===== config.mk =====
export PLATFORM = sky130hd
export DESIGN_NAME = bpc_press
export DESIGN_NICKNAME = d
export VERILOG_FILES = /design/src/hw/rtl/bpc_pkg.sv /design/src/hw/rtl/bpc_press.sv
export SDC_FILE = /design/constraint.sdc
export NUM_CORES = 2
export LEC_CHECK = 0
export BUFFER_PORTS_ARGS = -buffer_cell sky130_fd_sc_hd__buf_2
export CORE_UTILIZATION = 60
export CTS_CLUSTER_SIZE = 16
export DETAILED_ROUTE_END_ITERATION = 8
export GPL_ROUTABILITY_DRIVEN = 0
export GPL_TIMING_DRIVEN = 0
export PLACE_DENSITY_LB_ADDON = 0.25
export SYNTH_ARGS = -nofsm -noshare
export SYNTH_HDL_FRONTEND = slang
export SYNTH_SLANG_ARGS = --single-unit
export TNS_END_PERCENT = 20

===== constraint.sdc =====
create_clock -name clk -period 10.8 [get_ports clk]
set_input_delay 0.54 -clock clk [delete_from_list [all_inputs] [get_ports clk]]
set_output_delay 0.54 -clock clk [all_outputs]
set_load 0.1 [all_outputs]

===== src/hw/rtl/bpc_pkg.sv =====
package bpc_pkg;

  // Configuration register indexes
  localparam int unsigned CFG_IDX_W = 3;
  localparam logic [CFG_IDX_W-1:0] REG_SENS_BASE         = 3'd0;
  localparam logic [CFG_IDX_W-1:0] REG_OFFSET_BASE       = 3'd1;
  localparam logic [CFG_IDX_W-1:0] REG_SENS_TEMP_COEFF   = 3'd2;
  localparam logic [CFG_IDX_W-1:0] REG_OFFSET_TEMP_COEFF = 3'd3;
  localparam logic [CFG_IDX_W-1:0] REG_REF_TEMPERATURE   = 3'd4;
  localparam logic [CFG_IDX_W-1:0] REG_TEMP_SENS_COEFF   = 3'd5;

  // Temperature thresholds in hundredths of a degree
  localparam logic signed [18:0] TEMP_REF  = 19'sd2000;
  localparam logic signed [18:0] TEMP_VLOW = -19'sd1500;

  typedef struct packed {
    logic [23:0] raw_pressure;
    logic [23:0] raw_temperature;
  } in_item_t;

  typedef struct packed {
    logic signed [18:0] temperature_centi;
    logic signed [31:0] pressure_out;
  } out_item_t;

  typedef struct packed {
    logic [15:0] sens_base;
    logic [15:0] offset_base;
    logic [15:0] sens_temp_coeff;
    logic [15:0] offset_temp_coeff;
    logic [15:0] ref_temperature;
    logic [15:0] temp_sens_coeff;
  } cfg_regs_t;

  // First-order results handed to the correction stages
  typedef struct packed {
    logic signed [18:0] temp;
    logic [16:0]        t2;
    logic signed [34:0] off_lin;
    logic signed [34:0] sens_lin;
    logic [23:0]        d1;
  } front_t;

  // Corrected offset and sensitivity handed to the pressure stages
  typedef struct packed {
    logic signed [18:0] tc;
    logic signed [39:0] off;
    logic signed [39:0] sens;
    logic [23:0]        d1;
  } corr_t;

endpackage


===== src/hw/rtl/bpc_press.sv =====
module bpc_press (
  input  logic                clk,
  input  logic                rst_n,
  input  logic                up_valid,
  output logic                up_ready,
  input  bpc_pkg::corr_t      up_data,
  output logic                dn_valid,
  input  logic                dn_ready,
  output bpc_pkg::out_item_t  dn_data
);
  import bpc_pkg::*;

  logic [4:0] vld_r;
  logic [4:0] en;

  // Stage 7: partial products of D1 * SENS
  logic [43:0]        plo_r, plo_nxt;
  logic signed [44:0] phi_r, phi_nxt;
  logic signed [39:0] off_s7_r;
  logic signed [18:0] tc_s7_r;

  // Stage 8: full product
  logic signed [63:0] prod_r, prod_nxt;
  logic signed [39:0] off_s8_r;
  logic signed [18:0] tc_s8_r;

  // Stage 9: product / 2^21
  logic signed [63:0] qbias;
  logic signed [42:0] q_r, q_nxt;
  logic signed [39:0] off_s9_r;
  logic signed [18:0] tc_s9_r;

  // Stage 10: subtract offset
  logic signed [43:0] r_r, r_nxt;
  logic signed [18:0] tc_s10_r;

  // Stage 11: result register
  logic signed [43:0] rbias;
  logic signed [28:0] p_w;
  out_item_t          res_r, res_nxt;

  always_comb begin
    en[4] = ~vld_r[4] | dn_ready;
    en[3] = ~vld_r[3] | en[4];
    en[2] = ~vld_r[2] | en[3];
    en[1] = ~vld_r[1] | en[2];
    en[0] = ~vld_r[0] | en[1];
  end

  assign up_ready = en[0];
  assign dn_valid = vld_r[4];
  assign dn_data  = res_r;

  always_ff @(posedge clk) begin
    if (!rst_n) begin
      vld_r <= '0;
    end else begin
      if (en[0]) vld_r[0] <= up_valid;
      if (en[1]) vld_r[1] <= vld_r[0];
      if (en[2]) vld_r[2] <= vld_r[1];
      if (en[3]) vld_r[3] <= vld_r[2];
      if (en[4]) vld_r[4] <= vld_r[3];
    end
  end

  // Split SENS at bit 20 so each multiplier stays narrow
  always_comb begin
    plo_nxt = up_data.d1 * up_data.sens[19:0];
    phi_nxt = $signed({1'b0, up_data.d1}) * $signed(up_data.sens[39:20]);
  end

  always_comb begin
    prod_nxt = ({{19{phi_r[44]}}, phi_r} << 20) + {20'h00000, plo_r};
  end

  // Truncate toward zero by biasing negative values
  always_comb begin
    qbias = prod_r + (prod_r[63] ? 64'sd2097151 : 64'sd0);
    q_nxt = qbias[63:21];
  end

  always_comb begin
    r_nxt = {q_r[42], q_r} - {{4{off_s9_r[39]}}, off_s9_r};
  end

  // The quotient stays within 29 bits and is sign-extended to the 32-bit output
  always_comb begin
    rbias   = r_r + (r_r[43] ? 44'sd32767 : 44'sd0);
    p_w     = rbias[43:15];
    res_nxt.temperature_centi = tc_s10_r;
    res_nxt.pressure_out      = {{3{p_w[28]}}, p_w};
  end

  always_ff @(posedge clk) begin
    if (en[0]) begin
      plo_r    <= plo_nxt;
      phi_r    <= phi_nxt;
      off_s7_r <= up_data.off;
      tc_s7_r  <= up_data.tc;
    end
    if (en[1]) begin
      prod_r   <= prod_nxt;
      off_s8_r <= off_s7_r;
      tc_s8_r  <= tc_s7_r;
    end
    if (en[2]) begin
      q_r      <= q_nxt;
      off_s9_r <= off_s8_r;
      tc_s9_r  <= tc_s8_r;
    end
    if (en[3]) begin
      r_r      <= r_nxt;
      tc_s10_r <= tc_s9_r;
    end
    if (en[4]) begin
      res_r <= res_nxt;
    end
  end

`ifndef ASSERT_OFF
  // A stalled subtract stage keeps its value
  a_s10_hold: assert property (@(posedge clk) disable iff (!rst_n)
    vld_r[3] && !en[3] |=> vld_r[3] && $stable(r_r))
    else $error("stage 10 lost its item during a stall");
`endif

endmodule


After elaboration in Yosys (flattened, before gate mapping)
Index checks and enable logic that the tools add are counted.
- bits in latches: 0
- register bits after elaboration: 488
- input bits: 127
- output and inout bits: 53
- memories: 0
- ROM bits: 0
- RAM bits: 0
- logic and storage cells: 37
- bitwise operators: 10
- reductions and logical operators: 0
- $add $sub $neg: 4
- equal/unequal tests: 0
- multiply operators: 2
- $lt $le $gt $ge: 0
- shift operators: 0
- div/mod/pow operators: 0
- multiplexer cells: 2
- operators by type and width (kind ; count):
    $add 64x22->64 ; 1
    $add 64x44->64 ; 1
    $add 44x16->44 ; 1
    $mul 24x20->44 ; 1
    $mul 25x20->44 ; 1
    $sub 43x40->44 ; 1
    $mux 21 ; 1
    $mux 15 ; 1
    $not 1->1 ; 5
    $or 1x1->1 ; 5

Depth between registers and ports, before layout
- word-level depth: 6
- depth in mapped cells: 26

Worst setup path before layout
Ideal clock, no wire load.
- path kind: reg-to-reg
- from: register vld_r[4]
- to: register off_s7_r[0] (enable)
- setup slack: 3.402 ns
- setup time: 1.899 ns
- cell stages (with the launch flop): 4
- clock period less this slack: 7.398 ns
- data arrival time: 5.499 ns
- data required time: 8.901 ns
- cells stage by stage: dfxtp_1 nor2b_1 and3_1 nand3_1
- longest elaborated chain between the ends: 6
- ends and longest elaborated chain (item ; line ; RTL):
    start: declaration ; bpc_press.sv:13 ; logic [4:0] vld_r;
    start signal: assignment ; bpc_press.sv:62 ; if (en[4]) vld_r[4] <= vld_r[3];
    $not 1->1 ; bpc_press.sv:43 ; en[4] = ~vld_r[4] | dn_ready;
    $or 1x1->1 ; bpc_press.sv:43 ;
    $or 1x1->1 ; bpc_press.sv:44 ; en[3] = ~vld_r[3] | en[4];
    $or 1x1->1 ; bpc_press.sv:45 ; en[2] = ~vld_r[2] | en[3];
    $or 1x1->1 ; bpc_press.sv:46 ; en[1] = ~vld_r[1] | en[2];
    $or 1x1->1 ; bpc_press.sv:47 ; en[0] = ~vld_r[0] | en[1];
    net up_ready ; bpc_press.sv:5 ; output logic up_ready,
    end signal: assignment ; bpc_press.sv:98 ; off_s7_r <= up_data.off;
    end: declaration ; bpc_press.sv:19 ; logic signed [39:0] off_s7_r;
The timed path passes the listed nets, and every way through them passes these cells.
A chain may end at the register's enable or synchronous reset.

Final worst setup path
- from: input up_data[10] (netlist name)
- to: register plo_r[40] (data pin)
- longest elaborated chain between the ends: 1
- ends and longest elaborated chain (item ; line ; RTL):
    start: declaration ; bpc_press.sv:6 ; input bpc_pkg::corr_t up_data,
    $mul 24x20->44 ; bpc_press.sv:68 ; plo_nxt = up_data.d1 * up_data.sens[19:0];
    net plo_nxt[40] ; bpc_press.sv:17 ; logic [43:0] plo_r, plo_nxt;
    end signal: assignment ; bpc_press.sv:96 ; plo_r <= plo_nxt;
    end: declaration ; bpc_press.sv:17 ;
The timed path passes the listed nets, and every way through them passes these cells.

==> results.cfg <==
[route]
ant_nets = 0
num_vias = 37813
routed_wl_mm = 145.6
drtIter0Drc = 3355
dr.pass1.iters = 8
viasPerCell = 5.816
drc_errors = 0
wl_per_cell_um = 22.40

[timing]
setup_viol = 0
finalHoldViolCount = 0
setup_tns_ns = 0
tightest_slew_ns = 1.447
fin_crit_sh_pct = 76.21
finalMaxSlewViolations = 0
rsz0062_at_grt = no
min_period_ns = 8.231
fin_worst_skew_ns = 0.01621
fmax_mhz = 121.5
slew_headroom_pct = 3.529

[cts]
cts.sinks = 488
cts.clk_slew.worst_paths_ns = 0.07
cts_tree = yes
clk_path_buf_depth = 3
root_buffer = clkbuf_16
cts_resized = 0
h-tree-depth = 2
post-cts-setup-buffers = 0
cts_buffers = 42
postCtsHoldBufs = 0
insertion_delay_ns = 0.54

[floorplanning]
dieArea_um2 = 89720
io_pins = 180
die_h_um = 299.5
die_w_um = 299.5
start_util_pct = 60.94
row_count = 108
core-area_um2 = 87160

[yosys]
syn_inst = 5092
yosysSeqAreaShare_pct = 27.50
syn_area_per_cell_um2 = 10.43
ys_types = 85
syn_nets = 6436
synthArstFlopShare_pct = 0
synth_ff_type = edfxtp_1
synth_warnings = 0
synth_edf_count = 483
ys_ff_latch = 488
syn_area_um2 = 53110

[critical_path]
end_kind = register
crit_slowest_cell = clkbuf_1
required_ns = 10.99
critPathLaunchType = input pin
cp.arrival_ns = 8.42
cpPeakStageDelay_ns = 0.92
worstSetupPathType = input pin to register
crit_path_max_fanout = 10
path_common_cell = fa_1

[grt]
grt_remaining_overflow = 0
grt_pass1_wl_mm = 222.1
antenna_found_initial = 21
grt_pass1_vias = 38799
grt_max_degree = 70
grt_use_total_pct = 33.04

[status]
status = completed

[layout]
synthToLayoutAreaGrowth_pct = 7.279
final_nets = 6641
post-route-util_pct = 65.37
mostFrequentLayoutCells = inv_1, fa_1, nand2_1, edfxtp_1, and2_1
drive_gt1_share_pct = 5.086
final_common_cell = inv_1

[hold_path]
hp-class = input pin to register

[placed_design]
numPortBuffers = 155
place_hpwl_mm = 115.1

[run]
cap_violations = 0
-- synth_stat cells (25+ instances only) --
cell type  number  share of area [%]
a21o_1         79                1.1
nand3_1        58               0.55
and3_1         40               0.47
nand2b_1       26               0.31
a211oi_1       28               0.40
inv_1         941                6.7
xor2_1         78                1.3
nand2_1       614                4.3
nand4_1        29               0.34
ha_1          430                 10
edfxtp_1      483                 27
o21ai_0        93               0.88
nor2_1         83               0.59
and2_1        479                5.6
xnor2_1       151                2.5
nor2b_1        28               0.33
nor3_1         36               0.34
o211ai_1       33               0.47
a21oi_1       162                1.5
fa_1          787                 30
clkbuf_1      212                1.5
o21a_1         25               0.35
-- critical path: cells and delay by family --
family | cells | cell delay (ns)
adder cells (fa/ha/maj) | 8 | 3.63
AO/OA/AOI/OAI | 5 | 2.02
AND/OR/NAND/NOR | 4 | 0.67
buffers and inverters | 8 | 1.53
-- logic make-up (layout without fill, tap and decap cells) --
| logic type | Yosys count | count (layout) | share of synthesized area [%] |
|---|---|---|---|
| simple gates | 1432 | 1432 | 13.60 |
| fa+ha+maj | 1217 | 1217 | 39.79 |
| buf+inv | 1163 | 1399 | 8.285 |
| compound gates | 562 | 562 | 7.025 |
| flops | 488 | 488 | 27.50 |
| xor+xnor | 229 | 229 | 3.776 |
| mux | 1 | 1 | 0.01885 |
| other cells | 0 | 18 | 0 |
-- routing by layer --
metal	track usage (%)	routed length, µm	up-vias
met3	10.72	17910	624
met4	18.15	10270	30
li1	-	-	16613
met1	40.45	53260	18310
met5	0	204	-
met2	51.98	63980	2236
-- final cells by class --
class / instances / area (µm²)
Timing Repair Buffer: 161 / 925.9
Buffer: 222 / 868.3
Tap cell: 1155 / 1445
Fill cell: 6818 / 30180
Clock inverter: 26 / 326.6
Multi-Input combinational cell: 3441 / 34130
Sequential cell: 488 / 14600
Clock buffer: 49 / 1099
Inverter: 941 / 3535
Antenna cell: 18 / 45.04
-- state kept, by name (all words and copies together) (netlist names) --
signal,flops
off_s7_r,40
tc_s10_r,19
prod_r,64
off_s9_r,40
tc_s9_r,19
tc_s7_r,19
plo_r,44
r_r,44
tc_s8_r,19
dn_data,48
phi_r,44
vld_r,5
off_s8_r,40
q_r,43
-- path summary, 6_finish.rpt --
| kind | from | endpoint | slack (ns) | cells past startpoint |
|---|---|---|---|---|
| worst max-delay path | up_data[10] | plo_r[40] | 2.57 | 25 |
| worst max register to register | prod_r[63] | q_r[33] | 6.98 | 10 |
| worst min register to register | off_s7_r[0] | off_s8_r[0] | 0.41 | 0 |
| worst min-delay path | up_data[122] | tc_s7_r[18] | 0.17 | 1 |
-- through the flow --
step | area [µm²] | setup slack [ns] | hold slack (ns) | cells
3_5_place_dp | 55510 | 2.289 | 0.4045 | 6408
2_1_floorplan | 53110 | 3.402 | 0.4003 | 5092
6_report | 56980 | 2.569 | 0.1677 | 6501
5_1_grt | 56940 | 2.265 | 0.1443 | 6484
3_3_place_gp | 55330 | 2.281 | 0.4006 | 6402
4_1_cts | 56930 | 2.847 | 0.1326 | 6483
Power is left out: the tool's default activity adds up to more than one toggle a clock period on the data nets, which glitch-free logic cannot reach.
