**src/hw/rtl/bpc_pkg.sv**
```systemverilog
package bpc_pkg;

  // Configuration register indexes
  localparam int unsigned CFG_IDX_W = 3;
  localparam logic [CFG_IDX_W-1:0] REG_SENS_BASE         = 3'd0;
  localparam logic [CFG_IDX_W-1:0] REG_OFFSET_BASE       = 3'd1;
  localparam logic [CFG_IDX_W-1:0] REG_SENS_TEMP_COEFF   = 3'd2;
  localparam logic [CFG_IDX_W-1:0] REG_OFFSET_TEMP_COEFF = 3'd3;
  localparam logic [CFG_IDX_W-1:0] REG_REF_TEMPERATURE   = 3'd4;
  localparam logic [CFG_IDX_W-1:0] REG_TEMP_SENS_COEFF   = 3'd5;

  // Temperature thresholds in hundredths of a degree
  localparam logic signed [18:0] TEMP_REF  = 19'sd2000;
  localparam logic signed [18:0] TEMP_VLOW = -19'sd1500;

  typedef struct packed {
    logic [23:0] raw_pressure;
    logic [23:0] raw_temperature;
  } in_item_t;

  typedef struct packed {
    logic signed [18:0] temperature_centi;
    logic signed [31:0] pressure_out;
  } out_item_t;

  typedef struct packed {
    logic [15:0] sens_base;
    logic [15:0] offset_base;
    logic [15:0] sens_temp_coeff;
    logic [15:0] offset_temp_coeff;
    logic [15:0] ref_temperature;
    logic [15:0] temp_sens_coeff;
  } cfg_regs_t;

  // First-order results handed to the correction stages
  typedef struct packed {
    logic signed [18:0] temp;
    logic [16:0]        t2;
    logic signed [34:0] off_lin;
    logic signed [34:0] sens_lin;
    logic [23:0]        d1;
  } front_t;

  // Corrected offset and sensitivity handed to the pressure stages
  typedef struct packed {
    logic signed [18:0] tc;
    logic signed [39:0] off;
    logic signed [39:0] sens;
    logic [23:0]        d1;
  } corr_t;

endpackage

```
**src/hw/rtl/bpc_corr.sv**
```systemverilog
module bpc_corr (
  input  logic              clk,
  input  logic              rst_n,
  input  logic              up_valid,
  output logic              up_ready,
  input  bpc_pkg::front_t   up_data,
  output logic              dn_valid,
  input  logic              dn_ready,
  output bpc_pkg::corr_t    dn_data
);
  import bpc_pkg::*;

  logic [2:0] vld_r;
  logic [2:0] en;

  // Stage 4: squares and thresholds
  logic signed [19:0] a_w, b_w, temp_w, tc_w;
  logic signed [39:0] a_sq, b_sq;
  logic [34:0]        a2_r, a2_nxt;
  logic [34:0]        b2_r, b2_nxt;
  logic               low_r, low_nxt;
  logic               vlow_r, vlow_nxt;
  logic signed [18:0] tc_s4_r, tc_nxt;
  logic signed [34:0] offl_s4_r, sensl_s4_r;
  logic [23:0]        d1_s4_r;

  // Stage 5: second-order terms
  logic [37:0]        a2w, b2w, a5, b7, b11;
  logic [37:0]        off2_r, off2_nxt;
  logic [37:0]        sens2_r, sens2_nxt;
  logic signed [18:0] tc_s5_r;
  logic signed [34:0] offl_s5_r, sensl_s5_r;
  logic [23:0]        d1_s5_r;

  // Stage 6: corrected offset and sensitivity
  logic signed [39:0] off_r, off_nxt;
  logic signed [39:0] sens_r, sens_nxt;
  logic signed [18:0] tc_s6_r;
  logic [23:0]        d1_s6_r;

  always_comb begin
    en[2] = ~vld_r[2] | dn_ready;
    en[1] = ~vld_r[1] | en[2];
    en[0] = ~vld_r[0] | en[1];
  end

  assign up_ready = en[0];
  assign dn_valid = vld_r[2];

  always_ff @(posedge clk) begin
    if (!rst_n) begin
      vld_r <= '0;
    end else begin
      if (en[0]) vld_r[0] <= up_valid;
      if (en[1]) vld_r[1] <= vld_r[0];
      if (en[2]) vld_r[2] <= vld_r[1];
    end
  end

  // Square the distances from both thresholds; subtract T2 in the cold band only
  always_comb begin
    temp_w   = {up_data.temp[18], up_data.temp};
    a_w      = temp_w - 20'sd2000;
    b_w      = temp_w + 20'sd1500;
    a_sq     = a_w * a_w;
    b_sq     = b_w * b_w;
    a2_nxt   = a_sq[34:0];
    b2_nxt   = b_sq[34:0];
    low_nxt  = up_data.temp < TEMP_REF;
    vlow_nxt = up_data.temp < TEMP_VLOW;
    tc_w     = low_nxt ? temp_w - $signed({3'b000, up_data.t2}) : temp_w;
    tc_nxt   = tc_w[18:0];
  end

  // OFF2 = 5a^2/2 + 7b^2, SENS2 = 5a^2/4 + 11b^2/2, each part truncated
  always_comb begin
    a2w = 38'(a2_r);
    b2w = 38'(b2_r);
    a5  = a2w + (a2w << 2);
    b7  = (b2w << 3) - b2w;
    b11 = (b2w << 3) + (b2w << 1) + b2w;
    if (low_r) begin
      off2_nxt  = (a5 >> 1) + (vlow_r ? b7 : 38'd0);
      sens2_nxt = (a5 >> 2) + (vlow_r ? (b11 >> 1) : 38'd0);
    end else begin
      off2_nxt  = '0;
      sens2_nxt = '0;
    end
  end

  always_comb begin
    off_nxt  = {{5{offl_s5_r[34]}}, offl_s5_r} - {2'b00, off2_r};
    sens_nxt = {{5{sensl_s5_r[34]}}, sensl_s5_r} - {2'b00, sens2_r};
  end

  always_ff @(posedge clk) begin
    if (en[0]) begin
      a2_r       <= a2_nxt;
      b2_r       <= b2_nxt;
      low_r      <= low_nxt;
      vlow_r     <= vlow_nxt;
      tc_s4_r    <= tc_nxt;
      offl_s4_r  <= up_data.off_lin;
      sensl_s4_r <= up_data.sens_lin;
      d1_s4_r    <= up_data.d1;
    end
    if (en[1]) begin
      off2_r     <= off2_nxt;
      sens2_r    <= sens2_nxt;
      tc_s5_r    <= tc_s4_r;
      offl_s5_r  <= offl_s4_r;
      sensl_s5_r <= sensl_s4_r;
      d1_s5_r    <= d1_s4_r;
    end
    if (en[2]) begin
      off_r   <= off_nxt;
      sens_r  <= sens_nxt;
      tc_s6_r <= tc_s5_r;
      d1_s6_r <= d1_s5_r;
    end
  end

  always_comb begin
    dn_data.tc   = tc_s6_r;
    dn_data.off  = off_r;
    dn_data.sens = sens_r;
    dn_data.d1   = d1_s6_r;
  end

`ifndef ASSERT_OFF
  // The very-low band lies inside the low band
  a_vlow_in_low: assert property (@(posedge clk) disable iff (!rst_n)
    vld_r[0] && vlow_r |-> low_r)
    else $error("very-low flag set without low flag");

  // No second-order correction at or above the reference temperature
  a_warm_no_corr: assert property (@(posedge clk) disable iff (!rst_n)
    vld_r[0] && !low_r && en[1] |=> off2_r == '0 && sens2_r == '0)
    else $error("correction terms nonzero above reference temperature");
`endif

endmodule

```
**config.mk**
```make
export PLATFORM = sky130hd
export DESIGN_NAME = bpc_corr
export DESIGN_NICKNAME = d
export VERILOG_FILES = /design/src/hw/rtl/bpc_pkg.sv /design/src/hw/rtl/bpc_corr.sv
export SDC_FILE = /design/constraint.sdc
export NUM_CORES = 2
export LEC_CHECK = 0
export BUFFER_PORTS_ARGS = -buffer_cell sky130_fd_sc_hd__buf_4
export CAP_MARGIN = 5
export CELL_PAD_IN_SITES_DETAIL_PLACEMENT = 0
export CELL_PAD_IN_SITES_GLOBAL_PLACEMENT = 1
export CORE_MARGIN = 5
export CORE_UTILIZATION = 45
export CTS_BUF_LIST = sky130_fd_sc_hd__clkbuf_16
export DETAILED_ROUTE_END_ITERATION = 8
export GPL_ROUTABILITY_DRIVEN = 0
export GPL_TIMING_DRIVEN = 0
export MAX_ROUTING_LAYER = met4
export PLACE_DENSITY_LB_ADDON = 0.1
export SYNTH_ARGS = -nofsm -noshare
export SYNTH_HDL_FRONTEND = slang
export SYNTH_SLANG_ARGS = --single-unit
```
**constraint.sdc**
```tcl
create_clock -name clk -period 33.1 [get_ports clk]
set_input_delay 6.62 -clock clk [delete_from_list [all_inputs] [get_ports clk]]
set_output_delay 6.62 -clock clk [all_outputs]
set_load 0.02 [all_outputs]
```
Word level (Yosys, flattened, before mapping)
Cells that the tools add are included.
{"block": "totals", "register_bits": 500, "in_bits": 134, "out_inout_bits": 125, "elab_cells": 45}
{"block": "op_classes", "add_sub_neg": 11, "n_mul": 2, "magnitude_cmp": 2, "muxes": 3, "bitwise_logic": 6}
{"cell": "$sub 35x39->40", "count": 2}
{"cell": "$mul 20x20->35", "count": 2}
{"cell": "$add 35x37->38", "count": 1}
{"cell": "$add 36x37->38", "count": 1}
{"cell": "$add 37x38->38", "count": 1}
{"cell": "$add 38x35->38", "count": 1}
{"cell": "$add 38x36->38", "count": 1}
{"cell": "$lt 19x12->1 const B", "count": 2}
{"cell": "$mux 38", "count": 1}
{"cell": "$sub 38x35->38", "count": 1}
{"cell": "$mux 37", "count": 1}
{"cell": "$add 19x12->20 const B", "count": 1}
{"cell": "$sub 19x12->20 const B", "count": 1}
{"cell": "$mux 19", "count": 1}
{"cell": "$sub 19x18->19", "count": 1}
{"cell": "$not 1->1", "count": 3}
{"cell": "$or 1x1->1", "count": 3}

Depth between registers and ports, before layout
{"block": "logic_depth", "ltp_word": 4, "mapped_depth": 38, "ltp_nobuf": 36}

Worst setup path before layout
No wires, ideal clock.
{"block": "synth_timing", "kind": "input -> output", "startpoint": "input port dn_ready", "endpoint": "output port up_ready", "arrival_time_ns": 11.043, "required_ns": 26.480, "path_slack_ns": 15.437, "path_stages": 2, "path_buffers": 0, "cell_sequence": "nor2b_1 > nand3_1"}
{"block": "synth_between", "elab_chain_cells": 3}
{"item": "start, declared", "line": "bpc_corr.sv:8", "text": "input logic dn_ready,"}
{"item": "$or 1x1->1", "line": "bpc_corr.sv:42", "text": "en[2] = ~vld_r[2] | dn_ready;"}
{"item": "$or 1x1->1", "line": "bpc_corr.sv:43", "text": "en[1] = ~vld_r[1] | en[2];"}
{"item": "$or 1x1->1", "line": "bpc_corr.sv:44", "text": "en[0] = ~vld_r[0] | en[1];"}
{"item": "end, declared", "line": "bpc_corr.sv:5", "text": "output logic up_ready,"}
Every way passes these cells.

Worst setup path after layout
{"block": "layout_timing", "startpoint": "input port up_data[115] (netlist bit)", "endpoint": "register b2_r[34], data pin"}
{"block": "layout_between", "elab_chain_cells": 2}
{"item": "start, declared", "line": "bpc_corr.sv:6", "text": "input bpc_pkg::front_t up_data,"}
{"item": "$add 19x12->20", "line": "bpc_corr.sv:64", "text": "b_w = temp_w + 20'sd1500;"}
{"item": "$mul 20x20->35", "line": "bpc_corr.sv:66", "text": "b_sq = b_w * b_w;"}
{"item": "via b_sq[34]", "line": "bpc_corr.sv:18", "text": "logic signed [39:0] a_sq, b_sq;"}
{"item": "end signal, assigned", "line": "bpc_corr.sv:99", "text": "b2_r <= b2_nxt;"}
{"item": "end, declared", "line": "bpc_corr.sv:20", "text": "logic [34:0] b2_r, b2_nxt;"}
The timed path passes the listed nets, and every way through them passes these cells.
A chain may end at the register's enable or synchronous reset.

==> results <==
- The flow ran to the end, and the final reports show no timing, DRC or antenna violations.
- After clock tree synthesis, the clock-pin slew on the worst setup and hold paths is 0.06 ns.
- For the worst flop-to-flop path, the logic depth is 21.
- The unique cell type count in the Yosys netlist is 83.
- The clock period minus worst slack is about 18 ns.
- The first detailed-routing pass ran for 7 iterations.
- The library cell used most frequently in the layout, excluding fill and tap cells, is sky130_fd_sc_hd__inv_1.
- The TritonCTS sink count is between 400 and 500.
- The worst setup path is launched from an input pin.
- The detail route stage leaves a number of antenna-violating nets equal to 0.
- The full die area is 0.126 sq mm.
- The post-placement cell count is 7038.
- The synthesized design contains just under 500 enable-type register cells.
- The final-report max-slew violation count is 0.
- The worst-path maximum fanout is 10.
- The number of hold-slack violations in the final timing report is 0.
- The biggest area contributor in the post-synthesis netlist is sky130_fd_sc_hd__edfxtp_1.
- The post-layout instance count excluding filler cells is between 7000 and 8000.
- STA puts the critical path data arrival time at 18.69 ns.
- The maximum number of pins on one net before global-route repair is about 90.
- The most used flip-flop cell after synthesis is sky130_fd_sc_hd__edfxtp_1.
- The required time reported for the critical path endpoint is 33.47 ns.
- The clock network latency to the later pin of the worst-skew pair is 0.67 ns.
- Row generation in the floorplan step produced 126 rows.
- The number of violations reported at the end of detailed-routing iteration 0 is 1830.
- TritonCTS built the clock tree.
- The setup check on the worst reg-to-reg path leaves a slack of 27.02 ns.
- For this run, design rule violations remaining after detail routing come to 0.
- The number of antenna violations at the first check in global routing is 0.
- The share of final-layout standard cells stronger than drive strength 1 is under 10%.
- The critical path crosses 35 cells after its start point.
- The average instance in the mapped netlist occupies 10.2 sq um.
- The slowest library cell on the worst path is sky130_fd_sc_hd__xor2_1.
- The number of vias per cell is about 5.1.
- Buffers placed on the I/O ports in this run total approximately 260.
- The pin slew with the least headroom to its limit is 1.33 ns.
- Global routing used a little under a quarter of the available tracks across all layers.
- In the layout the commonest cells are 1109 x sky130_fd_sc_hd__inv_1, 721 x sky130_fd_sc_hd__fa_1, 492 x sky130_fd_sc_hd__edfxtp_1.
- Headroom to the max-slew limit came out at 10.5%.
- The number of global-route vias before repair came to 38700.
- The worst setup path is captured at a flip-flop.
- From synthesis to final layout, the design area changed by 11.2%.
- The start point of the worst hold path is d1_s4_r[9].
- The die is 355 um wide.
- The final cell utilization of the core is 50.4%.
- The worst register-to-register path begins at b2_r[4].
- Of the post-synthesis cell area, the dominant cell type holds around 28%.
- The hold path depth is 0.
- The area of the placeable core is 0.118 sq mm.
- The H-tree generated during clock tree synthesis spans 2 levels.
- The max-cap violation count is 0.
- The combined buffer and inverter count along the critical path is 9.
- Setup repair after global routing left no endpoint under its margin.
- The vertical die dimension is 355 um.
- The layout filler cell count is 11000.
- During synthesis, Yosys emitted a total of 0 warnings.
- The path category of the worst min-delay check is flip-flop to flip-flop.
- Summing every instance area after synthesis gives between 0.05 and 0.06 sq mm.
- Summing the sequential cell areas from Yosys gives 27.7% of the chip area.
- The sum of net half-perimeters after detailed placement is 114 mm.
- The per-cell routed wire length is 19.2 um.
- The area taken by flip-flops and latches is approximately 0.015 sq mm.
- The setup path with the least slack is of type input pin to flip-flop.
- Counting every net in the synthesized netlist gives 6554.
- The count of state elements after synthesis is 495.
- In the synthesized netlist the async set-or-reset flop fraction comes to 0%.
- On the final layout, the worst clock skew is ~0.045 ns.
- In the final design database the tool counted 6877 nets.
- The count of hold-fix buffers inserted at cts is 0.
- For this design the top-level I/O count stands at 259.
- The fraction of the cycle the final worst path needs is between 50 and 60%.
- In this run the critical register-to-register path is captured at sens2_r[33].
- Sorting the synthesized cells by area gives the leading types as sky130_fd_sc_hd__edfxtp_1 28%, sky130_fd_sc_hd__fa_1 27%, sky130_fd_sc_hd__ha_1 11%.
- The delay of the slowest critical-path stage is 0.82 ns.
- For this configuration, the core starts out at a cell density of 45.3%.
- The number of failing setup endpoints in the final timing report is 0.
- Among cell families on the critical path, the largest total delay comes from adder cells.
- The setup TNS is 0 ns.
- The terminating pin of the worst hold path is d1_s5_r[9].
- The critical path's most frequent cell is sky130_fd_sc_hd__fa_1.
- The fmax is 0.0546 GHz.
- After technology mapping, the gate count stands at 5237.
- Clock tree synthesis inserted a total of 55 buffers.
- After clock tree synthesis, the setup repair step added 0 buffers.
- Clock tree synthesis selected as its root buffer the cell sky130_fd_sc_hd__clkbuf_16.
- The tightest hold path in the finished design has a slack of 0.407 ns.
- The first global-routing pass estimated 217 mm of wire.
- The aggregate routed wire length is approximately 140 mm.
- Summed over all layers, the global routing overflow is 0.
- Summing over every cut layer, the via total after detailed routing is 36600.
- Counting along the longest clock path gives a buffer depth of 3.
- The post-cts gate resize count is 0.
- The area of combinational cells with multiple inputs is 0.0342 sq mm.
## cells by family after synthesis
kind of cell,after synthesis,synth area share [%]
fa+ha+maj,1183,37.8
other cells,1,0.00701
simple gates,1141,9.78
buf+inv,1194,8.38
flops,495,27.7
xor+xnor,347,5.70
mux,4,0.0772
compound gates,872,10.5
## synthesized netlist by cell type (all sizes together) (78+ instances only)
master  count
inv      1099
fa        721
nand2     280
a21o      121
edfxtp    492
xor2      105
o21ai     157
ha        462
clkbuf     78
xnor2     242
a21oi     288
nor2      455
## metrics by stage
step	setup WS (ns)	instance area [sq um]
2_1_floorplan	15.44	53500
3_3_place_gp	10.56	57300
3_5_place_dp	14.10	57600
4_1_cts	14.81	59500
5_1_grt	14.21	59500
6_report	14.78	59500
## state kept, by name, summed over array words and instances, names as in the netlist, 19 cells and up
register	count
a2_r	34
sens2_r	37
tc_s6_r	19
d1_s4_r	24
offl_s5_r	35
sensl_s4_r	35
d1_s6_r	24
sensl_s5_r	35
d1_s5_r	24
off2_r	38
tc_s4_r	19
offl_s4_r	35
b2_r	32
off_r	40
tc_s5_r	19
sens_r	40
## worst max path at each step
| stage | start | end | slack, ns |
|---|---|---|---|
| finish | up_data[115] | b2_r[34] | 14.78 |
| detailed placement | up_data[115] | b2_r[34] | 14.10 |
| global route | up_data[115] | b2_r[34] | 14.21 |
| CTS | up_data[115] | b2_r[34] | 14.81 |
| floorplan | dn_ready | up_ready | 15.44 |
| global placement | dn_ready | up_ready | 10.56 |
## layout make-up
type	instances	area share, %
multi-input combinational	3548	57.5
sequential	495	24.9
inverter	1108	7.00
timing repair buffer	266	3.59
tap	1536	3.23
clock buffer	55	2.31
clock inverter	47	0.862
buffer	86	0.543
antenna	1	0.00421
## per-layer routing
metal  global-route usage (%)  routed length, um  vias up
li1                         -                  -    17700
met1                     29.7              61000    18000
met2                     38.4              67400      735
met3                     2.83               6080      147
met4                     4.56               2990        0
met5                        -                  0        -
Power is not shown: default switching activity piles up to over one toggle a cycle in this logic, so the estimate is an artifact.
