<file path="src/hw/rtl/bpc_pkg.sv">
package bpc_pkg;

  // Configuration register indexes
  localparam int unsigned CFG_IDX_W = 3;
  localparam logic [CFG_IDX_W-1:0] REG_SENS_BASE         = 3'd0;
  localparam logic [CFG_IDX_W-1:0] REG_OFFSET_BASE       = 3'd1;
  localparam logic [CFG_IDX_W-1:0] REG_SENS_TEMP_COEFF   = 3'd2;
  localparam logic [CFG_IDX_W-1:0] REG_OFFSET_TEMP_COEFF = 3'd3;
  localparam logic [CFG_IDX_W-1:0] REG_REF_TEMPERATURE   = 3'd4;
  localparam logic [CFG_IDX_W-1:0] REG_TEMP_SENS_COEFF   = 3'd5;

  // Temperature thresholds in hundredths of a degree
  localparam logic signed [18:0] TEMP_REF  = 19'sd2000;
  localparam logic signed [18:0] TEMP_VLOW = -19'sd1500;

  typedef struct packed {
    logic [23:0] raw_pressure;
    logic [23:0] raw_temperature;
  } in_item_t;

  typedef struct packed {
    logic signed [18:0] temperature_centi;
    logic signed [31:0] pressure_out;
  } out_item_t;

  typedef struct packed {
    logic [15:0] sens_base;
    logic [15:0] offset_base;
    logic [15:0] sens_temp_coeff;
    logic [15:0] offset_temp_coeff;
    logic [15:0] ref_temperature;
    logic [15:0] temp_sens_coeff;
  } cfg_regs_t;

  // First-order results handed to the correction stages
  typedef struct packed {
    logic signed [18:0] temp;
    logic [16:0]        t2;
    logic signed [34:0] off_lin;
    logic signed [34:0] sens_lin;
    logic [23:0]        d1;
  } front_t;

  // Corrected offset and sensitivity handed to the pressure stages
  typedef struct packed {
    logic signed [18:0] tc;
    logic signed [39:0] off;
    logic signed [39:0] sens;
    logic [23:0]        d1;
  } corr_t;

endpackage

</file>
<file path="src/hw/rtl/bpc_front.sv">
module bpc_front (
  input  logic                clk,
  input  logic                rst_n,
  input  logic                up_valid,
  output logic                up_ready,
  input  bpc_pkg::in_item_t   up_data,
  input  bpc_pkg::cfg_regs_t  cfg,
  output logic                dn_valid,
  input  logic                dn_ready,
  output bpc_pkg::front_t     dn_data
);
  import bpc_pkg::*;

  logic [2:0] vld_r;
  logic [2:0] en;

  // Stage 1: temperature difference
  logic signed [24:0] dt_r, dt_nxt;
  logic [23:0]        d1_s1_r;

  // Stage 2: products against dt
  logic signed [40:0] tprod_r, tprod_nxt;
  logic signed [40:0] offp_r, offp_nxt;
  logic signed [40:0] sensp_r, sensp_nxt;
  logic signed [49:0] sq_full;
  logic [47:0]        sq_r, sq_nxt;
  logic [23:0]        d1_s2_r;

  // Stage 3: temperature and linear offset/sensitivity
  logic signed [40:0] tbias, offbias, sensbias;
  logic signed [40:0] tq, offq, sensq;
  logic signed [18:0] temp_r, temp_nxt;
  logic [16:0]        t2_r, t2_nxt;
  logic signed [34:0] offl_r, offl_nxt;
  logic signed [34:0] sensl_r, sensl_nxt;
  logic [23:0]        d1_s3_r;

  // Advance a stage when it is empty or its successor advances
  always_comb begin
    en[2] = ~vld_r[2] | dn_ready;
    en[1] = ~vld_r[1] | en[2];
    en[0] = ~vld_r[0] | en[1];
  end

  assign up_ready = en[0];
  assign dn_valid = vld_r[2];

  always_ff @(posedge clk) begin
    if (!rst_n) begin
      vld_r <= '0;
    end else begin
      if (en[0]) vld_r[0] <= up_valid;
      if (en[1]) vld_r[1] <= vld_r[0];
      if (en[2]) vld_r[2] <= vld_r[1];
    end
  end

  // dt = D2 - C5 * 256
  always_comb begin
    dt_nxt = $signed({1'b0, up_data.raw_temperature})
           - $signed({1'b0, cfg.ref_temperature, 8'h00});
  end

  // Multiply dt by the temperature and pressure coefficients
  always_comb begin
    tprod_nxt = dt_r * $signed({1'b0, cfg.temp_sens_coeff});
    offp_nxt  = dt_r * $signed({1'b0, cfg.offset_temp_coeff});
    sensp_nxt = dt_r * $signed({1'b0, cfg.sens_temp_coeff});
    sq_full   = dt_r * dt_r;
    sq_nxt    = sq_full[47:0];
  end

  // Scale with truncation toward zero, add the base terms
  always_comb begin
    tbias    = tprod_r + (tprod_r[40] ? 41'sd8388607 : 41'sd0);
    offbias  = offp_r + (offp_r[40] ? 41'sd127 : 41'sd0);
    sensbias = sensp_r + (sensp_r[40] ? 41'sd255 : 41'sd0);
    tq       = tbias >>> 23;
    offq     = offbias >>> 7;
    sensq    = sensbias >>> 8;
    temp_nxt = $signed(tq[18:0]) + TEMP_REF;
    t2_nxt   = sq_r[47:31];
    offl_nxt  = $signed({3'b000, cfg.offset_base, 16'h0000}) + $signed(offq[34:0]);
    sensl_nxt = $signed({4'b0000, cfg.sens_base, 15'h0000}) + $signed(sensq[34:0]);
  end

  always_ff @(posedge clk) begin
    if (en[0]) begin
      dt_r    <= dt_nxt;
      d1_s1_r <= up_data.raw_pressure;
    end
    if (en[1]) begin
      tprod_r <= tprod_nxt;
      offp_r  <= offp_nxt;
      sensp_r <= sensp_nxt;
      sq_r    <= sq_nxt;
      d1_s2_r <= d1_s1_r;
    end
    if (en[2]) begin
      temp_r  <= temp_nxt;
      t2_r    <= t2_nxt;
      offl_r  <= offl_nxt;
      sensl_r <= sensl_nxt;
      d1_s3_r <= d1_s2_r;
    end
  end

  always_comb begin
    dn_data.temp     = temp_r;
    dn_data.t2       = t2_r;
    dn_data.off_lin  = offl_r;
    dn_data.sens_lin = sensl_r;
    dn_data.d1       = d1_s3_r;
  end

`ifndef ASSERT_OFF
  // A stalled first stage keeps its dt
  a_s1_hold: assert property (@(posedge clk) disable iff (!rst_n)
    vld_r[0] && !en[0] |=> vld_r[0] && $stable(dt_r))
    else $error("stage 1 lost its item during a stall");
`endif

endmodule

</file>
<file path="config.mk">
export PLATFORM = sky130hd
export DESIGN_NAME = bpc_front
export DESIGN_NICKNAME = d
export VERILOG_FILES = /design/src/hw/rtl/bpc_pkg.sv /design/src/hw/rtl/bpc_front.sv
export SDC_FILE = /design/constraint.sdc
export NUM_CORES = 2
export LEC_CHECK = 0
export BUFFER_PORTS_ARGS = -buffer_cell sky130_fd_sc_hd__buf_2
export CORE_ASPECT_RATIO = 1.25
export CORE_MARGIN = 2
export CORE_UTILIZATION = 65
export CTS_BUF_LIST = sky130_fd_sc_hd__clkbuf_16
export DETAILED_ROUTE_END_ITERATION = 7
export HOLD_SLACK_MARGIN = 0.03
export PLACE_DENSITY = 0.83
export SLEW_MARGIN = 10
export SYNTH_ARGS = -nofsm -noshare
export SYNTH_HDL_FRONTEND = slang
export SYNTH_SLANG_ARGS = --single-unit
</file>
<file path="constraint.sdc">
create_clock -name clk -period 9.7 [get_ports clk]
set_input_delay 0.97 -clock clk [delete_from_list [all_inputs] [get_ports clk]]
set_output_delay 0.97 -clock clk [all_outputs]
set_load 0.02 [all_outputs]
</file>
### Word-level counts from Yosys, hierarchy flattened

Cells that the tools add are included.

| storage, ports and cells | value |
|---|---|
| flip-flop bits (word level) | 377 |
| input bits | 148 |
| output and inout bits | 132 |
| word-level logic and storage cells | 35 |

| cells by class | value |
|---|---|
| add/sub/neg operators | 7 |
| $mul | 4 |
| muxes and demuxes | 3 |
| bitwise operators | 6 |

Operators by type and width:

| cell | number |
|---|---|
| 25-bit by 17-bit multiplier with 41-bit output | 3 |
| 25-bit by 25-bit multiplier with 48-bit output | 1 |
| 41-bit by 24-bit adder with 41-bit output | 1 |
| 41-bit by 8-bit adder with 41-bit output | 1 |
| 41-bit by 9-bit adder with 41-bit output | 1 |
| 33-bit by 34-bit adder with 35-bit output | 1 |
| 32-bit by 33-bit adder with 34-bit output | 1 |
| 24-bit by 24-bit subtractor with 25-bit output | 1 |
| 23-bit two-way mux | 1 |
| 18-bit by 12-bit adder with 19-bit output (second input constant) | 1 |
| 8-bit two-way mux | 1 |
| 7-bit two-way mux | 1 |
| 1-bit inverter | 3 |
| 1-bit bitwise OR | 3 |

### Longest topological paths before layout

| depth | value |
|---|---|
| depth in word-level cells | 4 |
| mapped depth | 28 |
| gate-level depth less buffers | 27 |

### Worst setup path after synthesis

No wires, ideal clock.

| timing path | value |
|---|---|
| kind | reg-to-reg |
| start | register dt_r[2] |
| end | register sq_r[41] (data pin) |
| library setup time | 0.262 ns |
| arrival time | 7.033 ns |
| required time | 9.438 ns |
| slack | 2.405 ns |
| cell stages (with the launch flop) | 28 |
| path buffers | 3 |
| cell sequence | edfxtp_1 clkbuf_1 clkbuf_1 clkbuf_1 nand2_1 fa_1 inv_1 fa_1 inv_1 fa_1 fa_1 inv_1 fa_1 fa_1 inv_1 fa_1 inv_1 ha_1 o21ai_0 a211o_1 or4_1 a31o_2 a211oi_1 nor2_1 o21ai_1 a21oi_1 o21bai_1 xor2_1 |

| on the way | value |
|---|---|
| word-level cells in the longest chain between the ends | 1 |

RTL lines:

| element | RTL line | RTL |
|---|---|---|
| start, declared | bpc_front.sv:18 | `logic signed [24:0] dt_r, dt_nxt;` |
| start signal, assigned | bpc_front.sv:89 | `dt_r <= dt_nxt;` |
| 25-bit by 25-bit multiplier with 48-bit output | bpc_front.sv:69 | `sq_full = dt_r * dt_r;` |
| named net sq_full[41] | bpc_front.sv:25 | `logic signed [49:0] sq_full;` |
| end signal, assigned | bpc_front.sv:96 | `sq_r <= sq_nxt;` |
| end, declared | bpc_front.sv:26 | `logic [47:0] sq_r, sq_nxt;` |

The timed path passes the listed nets, and every way through them passes these cells.
A chain may end at the register's enable or synchronous reset.

### Worst setup path after layout

| timing path | value |
|---|---|
| start | register dt_r[3] |
| end | register sq_r[46] (data pin) |

The elaborated chain is that of the path after synthesis.

==> results by stage <==
Clock tree:
- Counting the buffers created by CTS gives 40.
- The number of buffers on the longest clock path is 3.
- The total setup buffers inserted after CTS is 0.
- Post-CTS repair changed the size of 0 cells.
- The count of hold-fix buffers inserted at cts is 0.
- Clock tree synthesis selected as its root buffer the cell sky130_fd_sc_hd__clkbuf_16.
- The CTS tree is done.
- The H-tree depth is 2.
- The clock drives 345 sinks.
- The clock latency of the later-clocked register in the worst-skew pair is 0.64 ns.
- The CTS clock-pin slew for the worst setup and hold paths is 0.08 ns.

Timing:
- The number of failing setup endpoints in the final timing report is 0.
- Setup repair after global routing left no endpoint under its margin.
- The final number of hold-violating endpoints is 0.
- The setup clock skew after layout is roughly 0.037 ns.
- The max-slew headroom at the worst pin is about 12%.
- Counting I/O delays and the setup requirement, the final critical path takes 8.384 ns.
- The slew at the pin closest to its max-slew limit is ~1.3 ns.
- The achievable clock frequency is 119.3 MHz.
- The post-route clock period utilization is between 80% and 90%.
- The worst-case setup margin in the final layout is 1.316 ns.
- The number of slew-limit violations in the final report is 0.
- The total negative setup slack is 0 ns.

Synthesis:
- The gate count after technology mapping is about 7.7k.
- The netlist uses between 80 and 90 different library cells.
- The average instance in the mapped netlist occupies 9.857 µm².
- The share of synthesized registers carrying an async set or reset is 0%.
- Among all flip-flop cells after synthesis, the most frequent one is sky130_fd_sc_hd__edfxtp_1.
- After synthesis the netlist holds a flip-flop and latch count of 345.
- Of the synthesized area, sequential elements account for 13.55%.
- After synthesis the cells add up to ~76,000 µm².
- The net count after synthesis is slightly above 10k.
- The number of enable-type register cells in the synthesized netlist is 342.
- The Yosys step of the flow raised 0 warnings.

Floorplanning:
- From left edge to right edge, the die measures 310.3 µm.
- The area of the die is about 120,000 µm².
- The core footprint is between 100,000 and 150,000 µm².
- The number of top-level design ports is 280.
- From bottom edge to top edge, the die measures 386.9 µm.
- The initial utilization of the core area, before any placement, comes to 65.44%.
- After floorplanning, the core was divided into 140 placement rows.

Detailed routing:
- The first-pass detailed-route iteration total is 5.
- The number of DRC violations after detailed routing is 0.
- Across all layers, the routed design uses roughly 53k vias.
- The post-detailed-route via-to-cell ratio is roughly 5.6.
- The per-cell routed wire length is 19.04 µm.
- The DRC marker count from the first detailed-route iteration is 3,435.
- The overall routed net length is about 180 mm.
- The antenna violation net count after detailed routing is 0.

Cells and area:
- The fraction of final layout cells sized beyond drive strength 1 is 5.710%.
- The net count reported at finish is slightly above 10k.
- The top cell types in the final layout, fill and taps aside, are sky130_fd_sc_hd__inv_1 (2,031), sky130_fd_sc_hd__fa_1 (1,751), sky130_fd_sc_hd__nand2_1 (987).
- The sequential cells in the finished layout cover a total of about 10,000 µm².
- In the final layout, the multi-input gates occupy 57,080 µm².
- Leaving out fill and tap cells, the most frequent cell in the layout is sky130_fd_sc_hd__inv_1.
- Fill cells in the final layout number 8,489.
- The layout overhead on the synthesized area is 5.334%.

Global route:
- The first-pass GRT wire length is 298.7 mm.
- The number of antenna violations at the first check in global routing came to 14.
- Summed over all layers, the global routing overflow is 0.
- The number of global-route vias before repair is between 60k and 70k.
- Entering global routing, the biggest net connects 83 pins.
- The total routing usage reported by global routing is 31.79%.

Worst setup path:
- The required arrival time at the worst endpoint is 10.07 ns.
- STA classifies the critical path startpoint as a flip-flop.
- On the worst path, the slowest cell contributes a delay of 1.22 ns.
- The worst register-to-register path has a depth of 27.
- The cell with the largest stage delay on the worst path is sky130_fd_sc_hd__edfxtp_1.
- STA puts the critical path data arrival time at between 8 and 9 ns.
- STA classifies the critical path endpoint as a flip-flop.
- The largest fanout of any net on the critical path is 27.
- The start-to-end type of the worst setup path is flip-flop to flip-flop.
- The internal reg-to-reg setup slack is 1.32 ns.

Placed design:
- Routability-driven placement finished with a final weighted congestion of 0.9124.
- The wire-length estimate of the detail-placed layout is 140.4 mm.
- The number of port buffers is 279.
- The setup slack after placement is approximately 1.4 ns.

Worst hold path:
- The worst hold path passes through 0 cells.
- The path class of the tightest hold or removal check is flip-flop to flip-flop.

Job:
- The tool flagged a number of max-cap violations equal to 0.

Outcome:
- The run finished with clean final reports.
==> cells in the mapped netlist, types with 9 or more instances <==
master	instances	area share (%)
sky130_fd_sc_hd__and2_1	615	5.0
sky130_fd_sc_hd__edfxtp_1	342	13
sky130_fd_sc_hd__clkbuf_1	320	1.6
sky130_fd_sc_hd__a21o_1	84	0.83
sky130_fd_sc_hd__a21oi_1	139	0.91
sky130_fd_sc_hd__and4_1	11	0.13
sky130_fd_sc_hd__fa_1	1751	46
sky130_fd_sc_hd__ha_1	528	8.7
sky130_fd_sc_hd__nand3_1	54	0.35
sky130_fd_sc_hd__or3_1	9	0.074
sky130_fd_sc_hd__o21ai_0	67	0.44
sky130_fd_sc_hd__o21bai_1	22	0.22
sky130_fd_sc_hd__inv_1	2028	10
sky130_fd_sc_hd__xnor2_1	207	2.4
sky130_fd_sc_hd__nand2_1	988	4.9
sky130_fd_sc_hd__nor3_1	35	0.23
sky130_fd_sc_hd__nor2_1	133	0.65
sky130_fd_sc_hd__xor2_1	79	0.91
sky130_fd_sc_hd__o21a_1	34	0.33
sky130_fd_sc_hd__nor2b_1	35	0.29
sky130_fd_sc_hd__nand4_1	19	0.16
sky130_fd_sc_hd__nand2b_1	28	0.23
sky130_fd_sc_hd__and3_1	29	0.24
sky130_fd_sc_hd__a31oi_1	15	0.12
sky130_fd_sc_hd__a31o_2	10	0.11
sky130_fd_sc_hd__a211oi_1	12	0.12
==> worst max-delay path, delay by kind of cell (launching register included) <==
family                     cells  cell delay [ns]
adders and majority gates      8             3.93
xor gates and xnor gates       1             0.16
buffers and inverters          8             0.56
DFF                            1             1.22
AOI/OAI and AO/OA              7             1.39
and+or+nand+nor                3             0.84
==> state kept, by name (all words and copies together), names as in the netlist, 24 cells and up <==
| signal | count |
|---|---|
| sensl_r | 34 |
| dt_r | 25 |
| d1_s2_r | 24 |
| offl_r | 35 |
| d1_s3_r | 24 |
| d1_s1_r | 24 |
| offp_r | 41 |
| tprod_r | 41 |
| sensp_r | 41 |
==> per-layer routing <==
metal | track usage, % | up-vias | wire length, µm
met5 | 0 | - | 45
met4 | 16.13 | 6 | 10340
met3 | 5.149 | 722 | 13750
met2 | 55.80 | 2333 | 92710
met1 | 37.58 | 27040 | 62110
li1 | - | 22860 | -
==> metrics by stage <==
| step | utilization [%] | instance area, µm² | hold slack [ns] | cells |
|---|---|---|---|---|
| floorplan | - | 76230 | 0.4003 | 7734 |
| global placement | 67.75 | 78920 | 0.4002 | 9318 |
| detailed placement | 67.75 | 78920 | 0.4045 | 9318 |
| CTS | 68.92 | 80280 | 0.4179 | 9390 |
| global route | 68.93 | 80300 | 0.4246 | 9397 |
| finish | 68.94 | 80300 | 0.4155 | 9399 |
==> cell type report <==
type                    count  share of cell area (%)
repair buffers            348                   2.415
multi-input cells        5035                   71.09
inverters                2028                   9.486
diodes                      9                 0.02805
well taps                1562                   2.434
clock inverters            32                  0.4394
clock buffers              40                   1.247
flip-flops and latches    345                   12.86
==> path summary, 6_finish.rpt <==
check,startpoint,end
worst max-delay path,dt_r[3]$_DFFE_PP_,sq_r[46]$_DFFE_PP_
worst min-delay path,d1_s2_r[10]$_DFFE_PP_,d1_s3_r[10]$_DFFE_PP_
worst max register to register,dt_r[3]$_DFFE_PP_,sq_r[46]$_DFFE_PP_
worst min register to register,d1_s2_r[10]$_DFFE_PP_,d1_s3_r[10]$_DFFE_PP_
==> cells by family after synthesis <==
kind of cell | synth area share, %
fa+ha+maj | 54.70
buf+inv | 11.60
mux | 0.05252
xor+xnor | 3.286
flops | 13.55
compound gates | 4.315
simple gates | 12.50
Power is left out: the tool's default activity adds up to more than one toggle a clock period on the data nets, which glitch-free logic cannot reach.
